**config.mk**
```make
export PLATFORM = sky130hd
export DESIGN_NAME = ranrot_keystream_xor_cipher_flat
export DESIGN_NICKNAME = d
export VERILOG_FILES = /design/src/design/rrkx_pkg.sv /design/src/design/rrkx_req_if.sv /design/src/design/rrkx_rsp_if.sv /design/src/design/rrkx_csr_if.sv /design/src/design/rrkx_ram.sv /design/src/design/rrkx_ctrl.sv /design/src/design/rrkx_dp.sv /design/src/design/ranrot_keystream_xor_cipher.sv /design/src/flat_wrapper.sv
export SDC_FILE = /design/constraint.sdc
export NUM_CORES = 2
export LEC_CHECK = 0
export ABC_AREA = 1
export BUFFER_PORTS_ARGS = -buffer_cell sky130_fd_sc_hd__buf_2
export CAP_MARGIN = 20
export CELL_PAD_IN_SITES_DETAIL_PLACEMENT = 0
export CELL_PAD_IN_SITES_GLOBAL_PLACEMENT = 1
export CORE_ASPECT_RATIO = 0.7
export CORE_MARGIN = 2
export CORE_UTILIZATION = 50
export DETAILED_ROUTE_END_ITERATION = 12
export GPL_TIMING_DRIVEN = 0
export PLACE_DENSITY_LB_ADDON = 0.1
export SYNTH_ARGS = -nofsm -noshare
export SYNTH_HDL_FRONTEND = slang
export SYNTH_HIERARCHICAL = 1
export SYNTH_SLANG_ARGS = --single-unit
```
**constraint.sdc**
```tcl
create_clock -name clock -period 7.3 [get_ports clock]
set_input_delay 0.73 -clock clock [delete_from_list [all_inputs] [get_ports clock]]
set_output_delay 0.73 -clock clock [all_outputs]
set_load 0.005 [all_outputs]
```
**src/design/rrkx_pkg.sv**
```systemverilog
`default_nettype none
package rrkx_pkg;

   localparam int unsigned DATA_W = 8;
   localparam int unsigned WORD_W = 32;
   localparam int unsigned RING_LEN = 17;
   localparam int unsigned RING_AW = $clog2(RING_LEN);
   localparam int unsigned CNT_W = RING_AW;

   localparam logic [WORD_W-1:0] SEED_MULT = 32'h53A9_B4FB;
   localparam int unsigned ROT_A = 9;
   localparam int unsigned ROT_B = 13;
   localparam logic [RING_AW-1:0] INDEX_B_START = RING_AW'(10);
   localparam int unsigned WARMUP_STEPS = 9;
   localparam int unsigned BYTE_STEPS = 2;

   // Commands from the controller to the datapath.
   typedef struct packed {
      logic                 load;       // item accepted this cycle
      logic                 restart;    // accepted item reseeds
      logic                 seed_step;  // write one seed word
      logic [RING_AW-1:0]   seed_idx;
      logic                 gen_step;   // one generator step
      logic                 gen_last;   // this step yields the keystream byte
   } dp_cmd_type;

   typedef struct packed {
      logic out_busy;                    // result register holds an unclaimed item
   } dp_sts_type;

   function automatic logic [RING_AW-1:0] idx_dec(input logic [RING_AW-1:0] i);
      logic [RING_AW-1:0] r;
      if (i == '0) begin
         r = RING_AW'(RING_LEN - 1);
      end else begin
         r = i - RING_AW'(1);
      end
      return r;
   endfunction

   function automatic logic [WORD_W-1:0] rol(input logic [WORD_W-1:0] v,
                                             input int unsigned r);
      logic [WORD_W-1:0] res;
      res = (v << r) | (v >> (WORD_W - r));
      return res;
   endfunction

endpackage
`default_nettype wire

```
**src/design/rrkx_req_if.sv**
```systemverilog
`default_nettype none
interface rrkx_req_if import rrkx_pkg::*; ();
   logic              valid;
   logic              ready;
   logic [DATA_W-1:0] data_in;
   logic              restart;

   modport source (output valid, output data_in, output restart, input ready);
   modport sink   (input valid, input data_in, input restart, output ready);
endinterface
`default_nettype wire

```
**src/design/rrkx_rsp_if.sv**
```systemverilog
`default_nettype none
interface rrkx_rsp_if import rrkx_pkg::*; ();
   logic              valid;
   logic              ready;
   logic [DATA_W-1:0] data_out;

   modport source (output valid, output data_out, input ready);
   modport sink   (input valid, input data_out, output ready);
endinterface
`default_nettype wire

```
**src/design/rrkx_csr_if.sv**
```systemverilog
`default_nettype none
interface rrkx_csr_if import rrkx_pkg::*; ();
   logic              valid;
   logic              ready;
   logic [WORD_W-1:0] seed;

   modport source (output valid, output seed, input ready);
   modport sink   (input valid, input seed, output ready);
endinterface
`default_nettype wire

```
**src/design/rrkx_ram.sv**
```systemverilog
`default_nettype none
module rrkx_ram #(
   parameter int unsigned WIDTH = 32,
   parameter int unsigned DEPTH = 17
) (
   input  wire logic                     clock,
   input  wire logic                     wr_en,
   input  wire logic [$clog2(DEPTH)-1:0] wr_addr,
   input  wire logic [WIDTH-1:0]         wr_data,
   input  wire logic [$clog2(DEPTH)-1:0] rd_addr_a,
   input  wire logic [$clog2(DEPTH)-1:0] rd_addr_b,
   output logic      [WIDTH-1:0]         rd_data_a,
   output logic      [WIDTH-1:0]         rd_data_b
);

   logic [WIDTH-1:0] mem_ff [DEPTH];

   always_ff @(posedge clock) begin
      if (wr_en) begin
         mem_ff[wr_addr] <= wr_data;
      end
      rd_data_a <= mem_ff[rd_addr_a];
      rd_data_b <= mem_ff[rd_addr_b];
   end

endmodule
`default_nettype wire

```
**src/design/rrkx_ctrl.sv**
```systemverilog
`default_nettype none
module rrkx_ctrl import rrkx_pkg::*; (
   input  wire logic       clock,
   input  wire logic       reset,
   input  wire logic       req_valid,
   input  wire logic       req_restart,
   output logic            req_ready,
   input  wire dp_sts_type sts,
   output dp_cmd_type      cmd
);

   localparam logic [1:0] ST_IDLE = 2'd0;
   localparam logic [1:0] ST_SEED = 2'd1;
   localparam logic [1:0] ST_RUN  = 2'd2;

   localparam logic [CNT_W-1:0] SEED_LAST   = CNT_W'(RING_LEN - 1);
   localparam logic [CNT_W-1:0] RESEED_RUN  = CNT_W'(WARMUP_STEPS + BYTE_STEPS);
   localparam logic [CNT_W-1:0] PLAIN_RUN   = CNT_W'(BYTE_STEPS);

   logic [1:0]       state_ff, state_in;
   logic [CNT_W-1:0] cnt_ff, cnt_in;
   logic             accept;

   assign req_ready = (state_ff == ST_IDLE) && !sts.out_busy;
   assign accept    = req_valid && req_ready;

   always_comb begin
      state_in         = state_ff;
      cnt_in           = cnt_ff;
      cmd              = '0;
      cmd.load         = accept;
      cmd.restart      = req_restart;
      cmd.seed_idx     = cnt_ff[RING_AW-1:0];
      case (state_ff)
         ST_IDLE: begin
            if (accept) begin
               if (req_restart) begin
                  state_in = ST_SEED;
                  cnt_in   = '0;
               end else begin
                  state_in = ST_RUN;
                  cnt_in   = PLAIN_RUN;
               end
            end
         end
         ST_SEED: begin
            cmd.seed_step = 1'b1;
            if (cnt_ff == SEED_LAST) begin
               state_in = ST_RUN;
               cnt_in   = RESEED_RUN;
            end else begin
               cnt_in = cnt_ff + CNT_W'(1);
            end
         end
         ST_RUN: begin
            cmd.gen_step = 1'b1;
            cnt_in       = cnt_ff - CNT_W'(1);
            if (cnt_ff == CNT_W'(1)) begin
               cmd.gen_last = 1'b1;
               state_in     = ST_IDLE;
            end
         end
         default: begin
            state_in = ST_IDLE;
         end
      endcase
   end

   always_ff @(posedge clock) begin
      if (reset) begin
         state_ff <= ST_IDLE;
         cnt_ff   <= '0;
      end else begin
         state_ff <= state_in;
         cnt_ff   <= cnt_in;
      end
   end

endmodule
`default_nettype wire

```
**src/design/rrkx_dp.sv**
```systemverilog
`default_nettype none
module rrkx_dp import rrkx_pkg::*; (
   input  wire logic              clock,
   input  wire logic              reset,
   input  wire dp_cmd_type        cmd,
   output dp_sts_type             sts,
   input  wire logic [DATA_W-1:0] req_data,
   input  wire logic              csr_we,
   input  wire logic [WORD_W-1:0] csr_seed,
   output logic                   rsp_valid,
   output logic [DATA_W-1:0]      rsp_data,
   input  wire logic              rsp_ready
);

   logic [WORD_W-1:0]   seed_ff;
   logic [WORD_W-1:0]   s_ff, s_in;
   logic [RING_AW-1:0]  a_ff, a_in, b_ff, b_in;
   logic [RING_LEN-1:0] valid_ff;
   logic                vld_a_ff, vld_b_ff;
   logic [DATA_W-1:0]   data_ff;
   logic                out_vld_ff;
   logic [DATA_W-1:0]   out_data_ff;
   logic [RING_AW-1:0]  rd_a, rd_b, wr_addr;
   logic [WORD_W-1:0]   ram_a, ram_b, word_a, word_b, sum, wr_data;
   logic                wr_en;
   logic [WORD_W-1:0]   prod;

   // A step reads the pair it leaves behind, so consecutive steps overlap.
   assign rd_a = cmd.gen_step ? idx_dec(a_ff) : a_ff;
   assign rd_b = cmd.gen_step ? idx_dec(b_ff) : b_ff;

   assign prod = s_ff * SEED_MULT;
   assign s_in = WORD_W'(1) - prod;

   // Ring entries never written since reset read as zero.
   assign word_a = vld_a_ff ? ram_a : '0;
   assign word_b = vld_b_ff ? ram_b : '0;
   assign sum    = rol(word_a, ROT_A) + rol(word_b, ROT_B);

   assign wr_en   = cmd.seed_step || cmd.gen_step;
   assign wr_addr = cmd.seed_step ? cmd.seed_idx : a_ff;
   assign wr_data = cmd.seed_step ? s_in : sum;

   rrkx_ram #(
      .WIDTH (WORD_W),
      .DEPTH (RING_LEN)
   ) u_ring (
      .clock     (clock),
      .wr_en     (wr_en),
      .wr_addr   (wr_addr),
      .wr_data   (wr_data),
      .rd_addr_a (rd_a),
      .rd_addr_b (rd_b),
      .rd_data_a (ram_a),
      .rd_data_b (ram_b)
   );

   always_comb begin
      a_in = a_ff;
      b_in = b_ff;
      if (cmd.load && cmd.restart) begin
         a_in = '0;
         b_in = INDEX_B_START;
      end else if (cmd.gen_step) begin
         a_in = idx_dec(a_ff);
         b_in = idx_dec(b_ff);
      end
   end

   always_ff @(posedge clock) begin
      if (reset) begin
         seed_ff    <= '0;
         a_ff       <= '0;
         b_ff       <= INDEX_B_START;
         valid_ff   <= '0;
         vld_a_ff   <= 1'b0;
         vld_b_ff   <= 1'b0;
         out_vld_ff <= 1'b0;
      end else begin
         if (csr_we) begin
            seed_ff <= csr_seed;
         end
         a_ff     <= a_in;
         b_ff     <= b_in;
         vld_a_ff <= valid_ff[rd_a];
         vld_b_ff <= valid_ff[rd_b];
         if (wr_en) begin
            valid_ff[wr_addr] <= 1'b1;
         end
         if (cmd.gen_last) begin
            out_vld_ff <= 1'b1;
         end else if (rsp_ready) begin
            out_vld_ff <= 1'b0;
         end
      end
   end

   always_ff @(posedge clock) begin
      if (cmd.load) begin
         data_ff <= req_data;
      end
      if (cmd.load && cmd.restart) begin
         s_ff <= seed_ff;
      end else if (cmd.seed_step) begin
         s_ff <= s_in;
      end
      if (cmd.gen_last) begin
         out_data_ff <= data_ff ^ sum[WORD_W-1 -: DATA_W];
      end
   end

   assign sts.out_busy = out_vld_ff && !rsp_ready;
   assign rsp_valid    = out_vld_ff;
   assign rsp_data     = out_data_ff;

endmodule
`default_nettype wire

```
**src/design/ranrot_keystream_xor_cipher.sv**
```systemverilog
`default_nettype none
// Stream XOR cipher whose keystream comes from a rotate-add lagged generator
// over a ring of 17 words held in a RAM with two registered read ports. Each
// item runs two generator steps, one per cycle, and XORs its byte with the
// top byte of the second sum; the next item is taken only once the controller
// is idle again and the result register is free. An item with restart first
// refills the ring from the seed register, one multiply per cycle for each of
// the 17 words, then runs 9 warm-up steps and its own two. The seed register
// may be written at any time and is used at the next restart; the first item
// after reset should set restart, otherwise the ring starts all zero and the
// keystream stays zero until a reseed.
module ranrot_keystream_xor_cipher import rrkx_pkg::*; (
   input  wire logic  clock,
   input  wire logic  reset,
   rrkx_req_if.sink   req_ch,
   rrkx_rsp_if.source rsp_ch,
   rrkx_csr_if.sink   csr_ch
);

   dp_cmd_type cmd;
   dp_sts_type sts;

   assign csr_ch.ready = 1'b1;

   rrkx_ctrl u_ctrl (
      .clock       (clock),
      .reset       (reset),
      .req_valid   (req_ch.valid),
      .req_restart (req_ch.restart),
      .req_ready   (req_ch.ready),
      .sts         (sts),
      .cmd         (cmd)
   );

   rrkx_dp u_dp (
      .clock     (clock),
      .reset     (reset),
      .cmd       (cmd),
      .sts       (sts),
      .req_data  (req_ch.data_in),
      .csr_we    (csr_ch.valid),
      .csr_seed  (csr_ch.seed),
      .rsp_valid (rsp_ch.valid),
      .rsp_data  (rsp_ch.data_out),
      .rsp_ready (rsp_ch.ready)
   );

   // Only one operation drives the ring in any cycle.
   assert property (@(posedge clock) disable iff (reset)
      $onehot0({cmd.load, cmd.seed_step, cmd.gen_step}))
      else $error("ring operations overlap");

   // The result of the last step is registered and offered next cycle.
   assert property (@(posedge clock) disable iff (reset)
      cmd.gen_last |=> rsp_ch.valid)
      else $error("finished item not offered");

   // A new item is taken only when the result register will be free.
   assert property (@(posedge clock) disable iff (reset)
      (req_ch.valid && req_ch.ready) |-> (!rsp_ch.valid || rsp_ch.ready))
      else $error("item accepted with result register occupied");

   // The keystream byte comes only from a generator step.
   assert property (@(posedge clock) disable iff (reset)
      cmd.gen_last |-> cmd.gen_step)
      else $error("result without generator step");

endmodule
`default_nettype wire
```
**src/flat_wrapper.sv**
```systemverilog
// flat-port wrapper written by rule: the top's interface ports become plain ports
module ranrot_keystream_xor_cipher_flat import rrkx_pkg::*;
  (clock, reset, req_ch_valid, req_ch_data_in, req_ch_restart, req_ch_ready, rsp_ch_valid, rsp_ch_data_out, rsp_ch_ready, csr_ch_valid, csr_ch_seed, csr_ch_ready);
  rrkx_req_if req_ch_i ();
  rrkx_rsp_if rsp_ch_i ();
  rrkx_csr_if csr_ch_i ();
  input  wire logic clock;
  input  wire logic reset;
  input wire logic [$bits(req_ch_i.valid)-1:0] req_ch_valid;
  input wire logic [$bits(req_ch_i.data_in)-1:0] req_ch_data_in;
  input wire logic [$bits(req_ch_i.restart)-1:0] req_ch_restart;
  output wire logic [$bits(req_ch_i.ready)-1:0] req_ch_ready;
  output wire logic [$bits(rsp_ch_i.valid)-1:0] rsp_ch_valid;
  output wire logic [$bits(rsp_ch_i.data_out)-1:0] rsp_ch_data_out;
  input wire logic [$bits(rsp_ch_i.ready)-1:0] rsp_ch_ready;
  input wire logic [$bits(csr_ch_i.valid)-1:0] csr_ch_valid;
  input wire logic [$bits(csr_ch_i.seed)-1:0] csr_ch_seed;
  output wire logic [$bits(csr_ch_i.ready)-1:0] csr_ch_ready;
  assign req_ch_i.valid = req_ch_valid;
  assign req_ch_i.data_in = req_ch_data_in;
  assign req_ch_i.restart = req_ch_restart;
  assign req_ch_ready = req_ch_i.ready;
  assign rsp_ch_valid = rsp_ch_i.valid;
  assign rsp_ch_data_out = rsp_ch_i.data_out;
  assign rsp_ch_i.ready = rsp_ch_ready;
  assign csr_ch_i.valid = csr_ch_valid;
  assign csr_ch_i.seed = csr_ch_seed;
  assign csr_ch_ready = csr_ch_i.ready;
  ranrot_keystream_xor_cipher u_core (.clock(clock), .reset(reset), .req_ch(req_ch_i), .rsp_ch(rsp_ch_i), .csr_ch(csr_ch_i));
endmodule
```
# Yosys cells after proc, flatten, opt, wreduce, memory -nomap -nowiden
# Memories as Yosys holds them, arrays and structs flattened. A register that Yosys moved wholly into a read port is not among the register bits.
# Cells that the tools add are included.
# W data, S select, Z words.
# totals
regBits	117
ramBits	544
input_bits	46
out_inout_bits	11
wordCells	84
mem_count	1
# mem_list
name	words	width	read_ports	rd_clocked_by_memory_dff	write_ports	line	text
u_core.u_dp.u_ring.mem_ff	17	32	2	2	1	rrkx_ram.sv:16	logic [WIDTH-1:0] mem_ff [DEPTH];
# classes
add_sub_neg	6
multipliers	1
magnitude_cmp	4
n_eq_ne	7
muxes	32
n_bitwise	4
n_reduce_logical	17
# ops
operator	count
$mux W32	5
$mux W5	7
$add A32 B32 Y32	1
$mul A32 B31 Y32 const B	1
$or A32 B13 Y32	1
$or A32 B9 Y32	1
$sub A1 B32 Y32 const A	1
$lt A5 B6 Y1 const B	3
$or A17 B17 Y17	1
$pmux W5 S3	1
$sub A5 B1 Y5 const B	3
$mux W2	6
$bmux W1 S5	2
$logic_not A5 Y1	2
$mux W1	9
$xor A8 B8 Y8	1
$ne A2 B2 Y1 const B	3
$pmux W2 S3	1
$add A5 B1 Y5 const B	1
$demux W1 S5	1
$eq A5 B1 Y1 const B	1
$eq A5 B5 Y1 const B	1
$ge A5 B1 Y1 const B	1
$logic_and A1 B1 Y1	5
10 further kinds	12

# Depth between registers and ports, before layout
# depth
word_depth	8
mapped_depth	30
depth_no_buf	30

# Modules after synthesis
# The synthesis kept the hierarchy.
# modules_own_cells
module	instances	cells_each	area_each_um2	seq_area_each_um2
rrkx_ram	1	3176	28962.8	17616.9
rrkx_dp	1	2440	18677.9	2682.6
rrkx_ctrl	1	99	649.4	140.1
ranrot_keystream_xor_cipher	1	2	11.3	0.0

# Least setup slack after synthesis
# Ideal clock, no wire load.
# synth_timing
path_kind	register to register
start	register u_core.u_dp.s_ff[3]
end	memory u_core.u_dp.u_ring.mem_ff[0][20] (data pin)
setup_ns	0.297
arrival_time_ns	6.221
required_time_ns	7.003
setup_slack_ns	0.783
stages_incl_launch_ff	26
n_path_buf	0
synth_period_minus_slack_ns	6.517
path_cell_list	edfxtp_1 ha_1 ha_1 ha_1 o21bai_1 xor2_1 inv_1 ha_1 a21oi_1 fa_1 inv_1 fa_1 fa_1 fa_1 inv_1 fa_1 inv_1 ha_1 nand2_1 nor2_1 and3_1 nand4_1 nand3_1 or2_2 a21oi_1 a21oi_1
# synth_between
elab_chain_len	3
# synth_lines
element	line	text
start, declared	rrkx_dp.sv:16	logic [WORD_W-1:0] s_ff, s_in;
start signal, assigned	rrkx_dp.sv:105	s_ff <= s_in;
$mul A32 B31 Y32	rrkx_dp.sv:32	assign prod = s_ff * SEED_MULT;
$sub A1 B32 Y32	rrkx_dp.sv:33	assign s_in = WORD_W'(1) - prod;
$mux W32	rrkx_dp.sv:42	assign wr_data = cmd.seed_step ? s_in : sum;
via u_core.u_dp.wr_data[20]	rrkx_dp.sv:24	logic [WORD_W-1:0] ram_a, ram_b, word_a, word_b, sum, wr_data;
end, declared	rrkx_ram.sv:16	
# The timed path passes the listed nets, and every way through them passes these cells.

# Worst setup path after layout
# layout_timing
start	register u_core.u_dp.s_ff[9]
end	memory u_core.u_dp.u_ring.mem_ff[2][31] (data pin)
# Same word-level chain as after synthesis.

==> results_dict.tcl <==
set metrics [dict create \
    avgViaCountPerCell 5.87 \
    layout-drive-gt1-share 0.0966 \
    rows 95 \
    ys_ff_latch 725 \
    synth.net_count 6269 \
    die_area_sq_um 99100 \
    drtAntennaViolNets 0 \
    die_w_um 375 \
    areaGrowthSynthToFinish_pct 12.0 \
    syn_avg_cell_area_sq_um 8.45 \
    portBuffers 55 \
    globalplace.congestion 0.980 \
    post-route-period-util 0.977 \
    cp.arrival_ns 7.48 \
    min_period_ns 7.13 \
    rrSetupSlack_ns 0.17 \
    grt_pass1_vias 39500 \
    die_y_um 264 \
    synth_top_area_share 0.368 \
    ys_seq_area_frac 0.423 \
    h-tree-depth 3 \
    cp.required_ns 7.65 \
    start_util 0.504 \
    utilization 0.565 \
    syn_area_sq_um 48300 \
    grt_usage 0.386 \
    grt_max_degree 23 \
    crit_path_cell_trace "ha_1 -> inv_1 -> fa_1 -> inv_1 -> fa_1 -> inv_1 -> fa_1 -> fa_1 -> fa_1 -> fa_1 -> inv_1 -> fa_1 -> inv_1 -> ha_1 -> a21oi_1 -> o21ai_0 -> a21oi_1 -> o21ai_0 -> nor2_1 -> nand3_1 -> nand3_1 -> nand2_4" \
    route.detailed.drc 0 \
    max_cap_violations 0 \
    ctsLongestPathBuffers 3 \
    clock_skew_ns 0.0289 \
    core_sq_um 95800 \
    fmax_ghz 0.140 \
    num-fill-cells 8797 \
    yosysWarnings 6 \
    cts_root_buf "clkbuf_16" \
    drtIter0Drc 7041 \
    path_max_fanout 17 \
    totalWireLength_um 194000 \
    cp_common_cell "fa_1" \
    yosys-top-cells-area "edfxtp_1, nand2_1, fa_1" \
    grt_antenna_before_repair 7 \
    routedWlPerCell_um 26.7 \
    yosysUniqueCellTypes 55 \
    synth_edf_count 592 \
    finalSetupViolations 0 \
    cts_tree "yes" \
    synth_largest_area_cell "edfxtp_1" \
    relSlewSlack 0.163 \
    nets 6498 \
    place_hpwl_um 145000 \
    start_kind "flip-flop" \
    cts.sinks 725 \
    worst_pin_slew_ns 1.26 \
    ys_async_sr_fraction 0 \
    syn-instance-count 5717 \
    firstDrtPassIters 6 \
    crit_slowest_cell "fa_1" \
    numCtsBuffers 77 \
    pin_count 57 \
    status "finished clean" \
    worstSetupPathType "reg -> reg" \
    ys.flop_type "edfxtp_1" \
    grt-ovfl-total 0 \
    synthTopCellsByCount "nand2_1, nand3_1, inv_1" \
    slowest_delay_ns 0.64 \
    hp-class "in -> reg" \
    multi_input_area_sq_um 23800 \
    clkTransAtPathRegs_ns 0.06 \
    finalHoldViolCount 0 \
    grt_pass1_wl_um 274000 \
    drv_slew 0 \
    yosys.cell_count.top_type "nand2_1" \
    register_area_sq_um 20400 \
    antenna_cells 0 \
    clock_latency_ns 0.68 \
    crit_path_end_kind "flip-flop" \
    via_count 42600 \
]
-- worst max-delay path: cells and delay by family, from the launching register on --
family / cells / cell delay, ns
compound gates: 4 / 0.91
fa+ha+maj: 9 / 4.35
buf+inv: 5 / 0.36
flops: 1 / 0.56
simple gates: 4 / 0.60
-- flip-flops by register name (all words and copies together) (netlist names) --
signal                        cells
u_core/u_ctrl/cnt_ff              5
u_core/u_ctrl/state_ff            2
u_core/u_dp/a_ff                  5
u_core/u_dp/b_ff                  5
u_core/u_dp/data_ff               8
u_core/u_dp/rsp_data              8
u_core/u_dp/rsp_valid             1
u_core/u_dp/s_ff                 32
u_core/u_dp/seed_ff              32
u_core/u_dp/u_ring/mem_ff       544
u_core/u_dp/u_ring/rd_data_a     32
u_core/u_dp/u_ring/rd_data_b     32
u_core/u_dp/valid_ff             17
u_core/u_dp/vld_a_ff              1
u_core/u_dp/vld_b_ff              1
-- layout by cell type (no fill, tap or decap), types with 7 or more instances in the layout --
| master | instances |
|---|---|
| o21ai_0 | 97 |
| dfxtp_1 | 133 |
| nand2_2 | 16 |
| clkbuf_16 | 78 |
| xnor2_1 | 11 |
| buf_6 | 67 |
| o21ai_2 | 20 |
| o21ai_1 | 20 |
| ha_1 | 274 |
| clkinv_2 | 12 |
| a31oi_1 | 7 |
| nor2_1 | 179 |
| clkinv_1 | 9 |
| nand2_4 | 9 |
| nand3_1 | 887 |
| inv_2 | 11 |
| inv_1 | 699 |
| o21a_1 | 8 |
| clkbuf_1 | 82 |
| buf_8 | 12 |
| buf_1 | 10 |
| buf_4 | 88 |
| fa_1 | 227 |
| nand4_1 | 21 |
| o211ai_1 | 13 |
| a21oi_1 | 104 |
| nand2_1 | 1970 |
| buf_2 | 138 |
| o21bai_1 | 8 |
| a21oi_2 | 10 |
| a21o_1 | 9 |
| xor2_1 | 24 |
| or2_2 | 10 |
| nand3b_1 | 12 |
| edfxtp_1 | 592 |
| nor2_4 | 17 |
| or2_1 | 10 |
| buf_12 | 24 |
-- per-layer routing --
layer,GRT usage,wire length [um],vias up
met5,0,0,-
met4,0.109,6030,0
met3,0.154,33200,385
met2,0.492,71800,2986
met1,0.593,82700,20300
li1,-,-,19000
-- kinds of logic (layout without fill, tap and decap cells) --
kind of cell	after synthesis	after routing	synth area share
other	1	1	0.0000776
flip-flops	725	725	0.423
buffers and inverters	974	1260	0.0917
AO/OA/AOI/OAI	312	314	0.0370
adder cells (fa/ha/maj)	506	506	0.167
XOR/XNOR	35	35	0.00635
AND/OR/NAND/NOR	3164	3165	0.275
-- repair_timing --
item | CTS | global route
setup buffers | 12 | 38
endpoints found under the setup margin | 203 | 305
hold endpoints to repair | 0 | 0
cloned | 0 | 3
gates resized for setup | 10 | 36
pin swaps | 0 | 1
hold buffers | 0 | 0
-- stage by stage --
stage               setup slack (ns)  cells  setup TNS [ns]  cell area (sq um)  hold slack (ns)
global placement               -1.31   7033         -220.72              50200            0.453
global route                 -0.0383   7267          -0.818              54100            0.219
CTS                           0.0135   7224               0              53500            0.200
floorplan                      0.783   5717               0              48300            0.440
detailed placement            -0.501   7073          -60.58              51000            0.452
finish                         0.168   7267               0              54100            0.244
-- final cells by class --
class / instances / area share
multi-input cells: 4021 / 0.440
flip-flops and latches: 725 / 0.378
inverters: 713 / 0.0497
clock buffers: 103 / 0.0386
plain buffers: 261 / 0.0322
well taps: 1261 / 0.0292
repair buffers: 147 / 0.0271
clock inverters: 36 / 0.00518
-- final timing paths --
path              cells after the start                                        start                                          to
setup / recovery                     22                u_core/u_dp/s_ff[9]$_DFFE_PP_  u_core/u_dp/u_ring/mem_ff[2][31]$_DFFE_PP_
hold / removal                        1                            req_ch_data_in[7]            u_core/u_dp/data_ff[7]$_DFFE_PP_
setup reg to reg                     22                u_core/u_dp/s_ff[9]$_DFFE_PP_  u_core/u_dp/u_ring/mem_ff[2][31]$_DFFE_PP_
hold reg to reg                       2  u_core/u_dp/u_ring/mem_ff[16][25]$_DFFE_PP_    u_core/u_dp/u_ring/rd_data_b[25]$_DFF_P_
Power is not shown: default switching activity piles up to over one toggle a cycle in this logic, so the estimate is an artifact.
